`config.mk`:
```
export PLATFORM = sky130hd
export DESIGN_NAME = srb_cell
export DESIGN_NICKNAME = d
export VERILOG_FILES = /design/src/rtl/core/srb_pkg.sv /design/src/rtl/core/srb_cell.sv
export SDC_FILE = /design/constraint.sdc
export NUM_CORES = 1
export LEC_CHECK = 0
export BUFFER_PORTS_ARGS = -buffer_cell sky130_fd_sc_hd__buf_4
export CORE_AREA = 2 2 152 154
export CTS_BUF_LIST = sky130_fd_sc_hd__clkbuf_4
export CTS_CLUSTER_SIZE = 24
export DETAILED_ROUTE_END_ITERATION = 12
export DIE_AREA = 0 0 154 156
export SETUP_SLACK_MARGIN = 0.02
export SLEW_MARGIN = 20
export SYNTH_ARGS = -nofsm -noshare
export SYNTH_HDL_FRONTEND = slang
export SYNTH_SLANG_ARGS = --single-unit
```
`constraint.sdc`:
```
create_clock -name aclk -period 5.31 [get_ports aclk]
set_input_delay 0.531 -clock aclk [delete_from_list [all_inputs] [get_ports aclk]]
set_output_delay 0.531 -clock aclk [all_outputs]
set_load 0.005 [all_outputs]
```
`src/rtl/core/srb_pkg.sv`:
```
package srb_pkg;

    // Fixed field widths and input channel count
    localparam int KEY_W    = 32;
    localparam int SAMPLE_W = 16;
    localparam int IN_CH    = 4;

    // Register indexes (paddr[2])
    localparam logic REG_GAIN      = 1'b0;
    localparam logic REG_MAX_DELAY = 1'b1;

    typedef logic signed [SAMPLE_W-1:0] sample_t;
    typedef logic [KEY_W-1:0]           key_t;

    // Packet sequencer
    typedef enum logic [2:0] {
        ST_IDLE,
        ST_MOD,
        ST_CHECK,
        ST_INS_FIRST,
        ST_INS_SECOND,
        ST_EMIT
    } srb_state_t;

    // Command broadcast to every cell of the sorted chain
    typedef enum logic [1:0] {
        CELL_HOLD,
        CELL_INSERT,
        CELL_SHIFT
    } cell_op_t;

    typedef struct packed {
        cell_op_t op;
        key_t     key;
    } cell_ctrl_t;

endpackage

```
`src/rtl/core/srb_cell.sv`:
```
module srb_cell
    import srb_pkg::*;
#(
    parameter int NUM_CH = 4
) (
    input  logic       aclk,
    input  logic       aresetn,
    input  cell_ctrl_t ctrl,
    input  sample_t    ins_sample   [NUM_CH],
    input  logic       left_gt,
    input  logic       left_valid,
    input  key_t       left_key,
    input  sample_t    left_sample  [NUM_CH],
    input  logic       right_valid,
    input  key_t       right_key,
    input  sample_t    right_sample [NUM_CH],
    output logic       valid,
    output key_t       key,
    output sample_t    sample       [NUM_CH],
    output logic       gt
);

    logic    valid_reg;
    key_t    key_reg;
    sample_t sample_reg [NUM_CH];

    // an empty cell sorts above any key
    assign gt    = !valid_reg || (key_reg > ctrl.key);
    assign valid = valid_reg;
    assign key   = key_reg;

    always_comb begin
        for (int c = 0; c < NUM_CH; c++) begin
            sample[c] = sample_reg[c];
        end
    end

    // occupancy
    always_ff @(posedge aclk) begin
        if (!aresetn) begin
            valid_reg <= 1'b0;
        end else begin
            unique case (ctrl.op)
                CELL_HOLD: ;
                CELL_INSERT: begin
                    if (gt) begin
                        valid_reg <= left_gt ? left_valid : 1'b1;
                    end
                end
                CELL_SHIFT: valid_reg <= right_valid;
                default: ;
            endcase
        end
    end

    // key and samples: larger entries move right on insert, all move left on emit
    always_ff @(posedge aclk) begin
        unique case (ctrl.op)
            CELL_HOLD: ;
            CELL_INSERT: begin
                if (gt) begin
                    if (left_gt) begin
                        key_reg <= left_key;
                        for (int c = 0; c < NUM_CH; c++) sample_reg[c] <= left_sample[c];
                    end else begin
                        key_reg <= ctrl.key;
                        for (int c = 0; c < NUM_CH; c++) sample_reg[c] <= ins_sample[c];
                    end
                end
            end
            CELL_SHIFT: begin
                key_reg <= right_key;
                for (int c = 0; c < NUM_CH; c++) sample_reg[c] <= right_sample[c];
            end
            default: ;
        endcase
    end

endmodule

```
==> results.md <==
STA:
- The highest clock rate is around 0.25 GHz.
- The relative slew slack is 39.5%.
- The number of hold violations in the final report is 0.
- Setup violations remaining at the end of the flow were counted as 0.
- The clock period could shrink to 4.04 ns.
- Setup repair after global routing left no endpoint under its margin.
- Setup total negative slack on the finished layout was measured at 0 ns.
- The worst clock skew is around 0.028 ns.
- The total count of max-transition violations in the final report came to 0.
- The share of the cycle needed by the critical path after routing is about 76%.
- For the pin with the worst max-slew slack, the measured transition is 0.908 ns.

Setup path:
- The family of cells with the greatest summed delay on the critical path is compound AO/OA/AOI/OAI gates.
- The most critical setup path has its startpoint at key[7]$_DFFE_PP_.
- Data arrives at the worst endpoint at 4.24 ns.
- The worst-case reg-to-reg path depth is 8.
- The logic depth of the worst path, buffers included is 8.
- The endpoint class of the critical path is a register.
- The startpoint identified for the worst register-to-register timing path is key[7]$_DFFE_PP_.
- Traced cell by cell, the critical path runs through ha_1 > nand4_1 > a2111oi_1 > o21ai_0 > a21oi_2 > or2_2 > buf_4 > o211ai_1.
- The largest individual stage delay along the critical path comes from the cell a21oi_2.
- For this run, the slowest stage of the critical path takes around 0.75 ns.
- STA puts the critical path data required time at between 5 and 6 ns.
- The critical setup path kind is reg2reg.
- Following the worst setup path forward leads to its endpoint at sample_reg[3][10]$_DFFE_PP_.
- The destination of the worst register-to-register timing path is sample_reg[3][10]$_DFFE_PP_.
- The worst-case register-to-register setup slack is 1.27 ns.
- In this run the worst path has a maximum fanout of 34.
- The worst setup path is launched from a register.
- Together, buffers and inverters on the worst path number 1.

Logic synthesis:
- During synthesis, Yosys emitted a total of 0 warnings.
- In the synthesized netlist the async set-or-reset flop fraction comes to 0%.
- The sequential element share of the synthesized area is around half.
- The number of distinct library cells after synthesis is 40.
- After Yosys synthesis, XOR and XNOR cells account for 0% of the synthesized area.
- In the synthesized netlist, mux cells make up between 7 and 8% of the area.
- The combined area of all synthesized cells is 6010 um^2.
- By area, the combinational part of the netlist is dominated by compound AO/OA/AOI/OAI gates.
- The area fraction in and, or, nand and nor cells after synthesis is between 10% and 20%.
- The number of flops mapped to enable cells by yosys is 96.
- The flip-flop and latch count after synthesis is between 90 and 100.
- The number of nets in the synthesized netlist is 913.
- The gate count of the mapped netlist is 586.
- In the synthesized netlist the dominant register cell turns out to be edfxtp_1.
- The post-synthesis compound-gate area fraction is 19.9%.
- The post-synthesis adder-cell area fraction is 6.66%.
- The average instance in the mapped netlist occupies ~10 um^2.

Finish:
- Of the cells placed in the final design, the portion with a size suffix greater than 1 is roughly 45%.
- The leading cell type in the layout, fill and taps excluded is buf_4.
- The top cell types in the final layout, fill and taps aside, are 400 x buf_4, 101 x nand2_1, 96 x edfxtp_1, 70 x o21ai_0, 61 x o211ai_1.
- The number of flip-flops in the largest register is 64.
- At the end of the flow, the number of nets in the layout was approximately 1,300.
- Summing all multi-input logic gate instances after layout gives 2830 um^2.
- The sequential cell area in the final layout is 2900 um^2.
- The area growth from synthesis to layout is 57.1%.
- The layout has approximately 2,200 filler cells.

Power and ir drop:
- The sum of internal, switching and leakage power is 2070 uW.
- The switching power of the nets is 600 uW.
- The register share of total power is between 40% and 50%.
- The power per unit of standard cell area is between 200 and 250 nW/um^2.
- The static leakage is between 0.004 and 0.005 uW.
- Net switching is 29.0% of the power.
- The internal cell power is 1470 uW.
- The fraction of power consumed by combinational cells is between 20 and 30%.
- The power share of the clock group is about a quarter.
- The peak supply drop is between 0.08 and 0.09 mV.

Drt:
- The remaining antenna violation count after routing is 0.
- The total wire length after detailed routing is roughly 23,000 um.
- In the final routed layout, each cell accounts on average for 18.4 um.
- In the routed layout, each cell is associated on average with a via count of roughly 4.8.
- The number of iterations in the first detailed-routing pass is 4.
- After detailed routing, the number of remaining DRC violations is 0.
- The number of DRC markers in iteration 0 is between 300 and 400.
- The total number of vias is between 6,000 and 7,000.

Clock network:
- Post-CTS timing repair inserted 0 buffers for setup.
- The number of buffers created by CTS is 9.
- The clock latency reported for the late side of the worst-skew pair is between 0.4 and 0.5 ns.
- For this design, the sink count on the clock tree is 97.
- Buffers inserted to repair hold after CTS numbered 0.
- The post-CTS clock slew at the launch and capture registers of the worst setup and hold paths is around 0.17 ns.
- The number of gates resized after CTS is 0.
- Counting along the longest clock path gives a buffer depth of 2.
- The cell chosen for the clock root is clkbuf_4.
- The H-tree generated during clock tree synthesis spans 3 levels.
- TritonCTS built the clock tree.

Placed design:
- The placed wire-length estimate is roughly 18,000 um.
- The final weighted congestion of routability-driven global placement is around 0.85.
- The count of buffers added on input and output ports is between 300 and 400.

Global route:
- The number of antenna violations at the first check in global routing came to 2.
- The global-route wire length before repair is 33,800 um.
- Entering global routing, the biggest net connects 112 pins.
- The leftover overflow at the end of global routing is 0.
- The via count of the first global-routing pass is between 5,000 and 6,000.
- For this run, the total global-route usage over all layers was measured as between 10% and 20%.

Flow run:
- Across the run, the number of max-cap violations was 0.

Floorplan:
- After floorplanning, the core was sized to cover 22,400 um^2.
- In this run the vertical extent of the chip is around 160 um.
- The initialized floorplan defines 55 standard-cell rows.
- The die covers approximately 24,000 um^2.
- The horizontal die dimension is ~150 um.
- The starting density of the core is between 20% and 30%.
- In this run the count of I/O pins placed on the die edge is around 390.

Run status:
- The run finished with clean final reports.

Min path:
- The worst hold path belongs to the class in2reg.
## logic make-up (layout without fill, tap and decap cells)
logic type | after synthesis | after routing
muxes | 48 | 48
and+or+nand+nor | 150 | 150
DFF | 97 | 97
adders and majority gates | 32 | 32
other | 0 | 1
buffers and inverters | 80 | 457
AOI/OAI and AO/OA | 179 | 179
## per-stage QoR
| stage | hold slack [ns] | instance area (um^2) | instances | setup WS [ns] | util (%) |
|---|---|---|---|---|---|
| detailed placement | 0.634 | 9240 | 1231 | 1.02 | 41.3 |
| global placement | 0.618 | 9230 | 1231 | 1.07 | 41.2 |
| floorplan | 0.557 | 6010 | 586 | 0.428 | - |
| finish | 0.320 | 9440 | 1249 | 1.27 | 42.2 |
| CTS | 0.254 | 9410 | 1247 | 1.21 | 42.1 |
| global route | 0.280 | 9440 | 1249 | 0.988 | 42.2 |
## cell usage after synthesis (2+ instances only)
| cell | instances | area (um^2) |
|---|---|---|
| a221o_1 | 17 | 170 |
| nand2b_1 | 3 | 18.8 |
| buf_1 | 4 | 15.0 |
| or4_1 | 2 | 15.0 |
| nor2b_1 | 3 | 18.8 |
| clkbuf_1 | 26 | 97.6 |
| buf_2 | 7 | 35.0 |
| and2_1 | 17 | 106 |
| ha_1 | 32 | 400 |
| a21oi_2 | 2 | 17.5 |
| nand3_1 | 3 | 15.0 |
| o21ai_0 | 75 | 375 |
| o211ai_1 | 61 | 458 |
| a21oi_1 | 13 | 65.1 |
| inv_1 | 39 | 146 |
| nor2_1 | 6 | 22.5 |
| nand2_1 | 101 | 379 |
| a21o_1 | 2 | 15.0 |
| buf_6 | 3 | 33.8 |
| edfxtp_1 | 96 | 2880 |
| nand4_2 | 2 | 25.0 |
| mux2i_1 | 48 | 480 |
| o221ai_1 | 2 | 17.5 |
| nand4_1 | 6 | 37.5 |
## layer usage
metal	track usage [%]	wire length [um]	up-vias
met5	0	16	-
met4	6.59	485	2
met3	4.17	1660	30
met2	31.5	11500	253
met1	22.4	9350	2821
li1	-	-	2933
## worst min-delay path by stage
| stage | startpoint | end | slack (ns) | cells past startpoint |
|---|---|---|---|---|
| after floorplan | valid$_SDFFE_PN0P_ | valid$_SDFFE_PN0P_ | 0.56 | 2 |
| after global placement | valid$_SDFFE_PN0P_ | valid$_SDFFE_PN0P_ | 0.62 | 2 |
| after detailed placement | valid$_SDFFE_PN0P_ | valid$_SDFFE_PN0P_ | 0.63 | 2 |
| after CTS | right_key[20] | key[20]$_DFFE_PP_ | 0.25 | 3 |
| after global routing | aresetn | valid$_SDFFE_PN0P_ | 0.28 | 3 |
| final | right_key[20] | key[20]$_DFFE_PP_ | 0.32 | 3 |
## layout make-up
cell class              count  share of cell area [%]
repair buffers            402                    32.2
multi-input cells         409                    29.9
clock inverters             6                   0.941
inverters                  39                    1.55
diodes                      1                  0.0265
flip-flops and latches     97                    30.7
clock buffers              10                   0.795
well taps                 285                    3.78
## worst reg2reg max path: stages, from the launching register on
cell and delay (ns):
edfxtp_1 0.44, ha_1 0.33, nand4_1 0.18, a2111oi_1 0.54, o21ai_0 0.18, a21oi_2 0.75
or2_2 0.72, buf_4 0.47, o211ai_1 0.18
## power by group through the flow
| stage | Sequential, uW | Clock (uW) | Combinational (uW) |
|---|---|---|---|
| after global routing | 979 | 531 | 672 |
| final | 971 | 483 | 616 |
| after CTS | 973 | 503 | 618 |
| after floorplan | 995 | 0 | 234 |
| after detailed placement | 990 | 0 | 617 |
| after global placement | 989 | 0 | 610 |
Power figures use the tool's default switching activity.
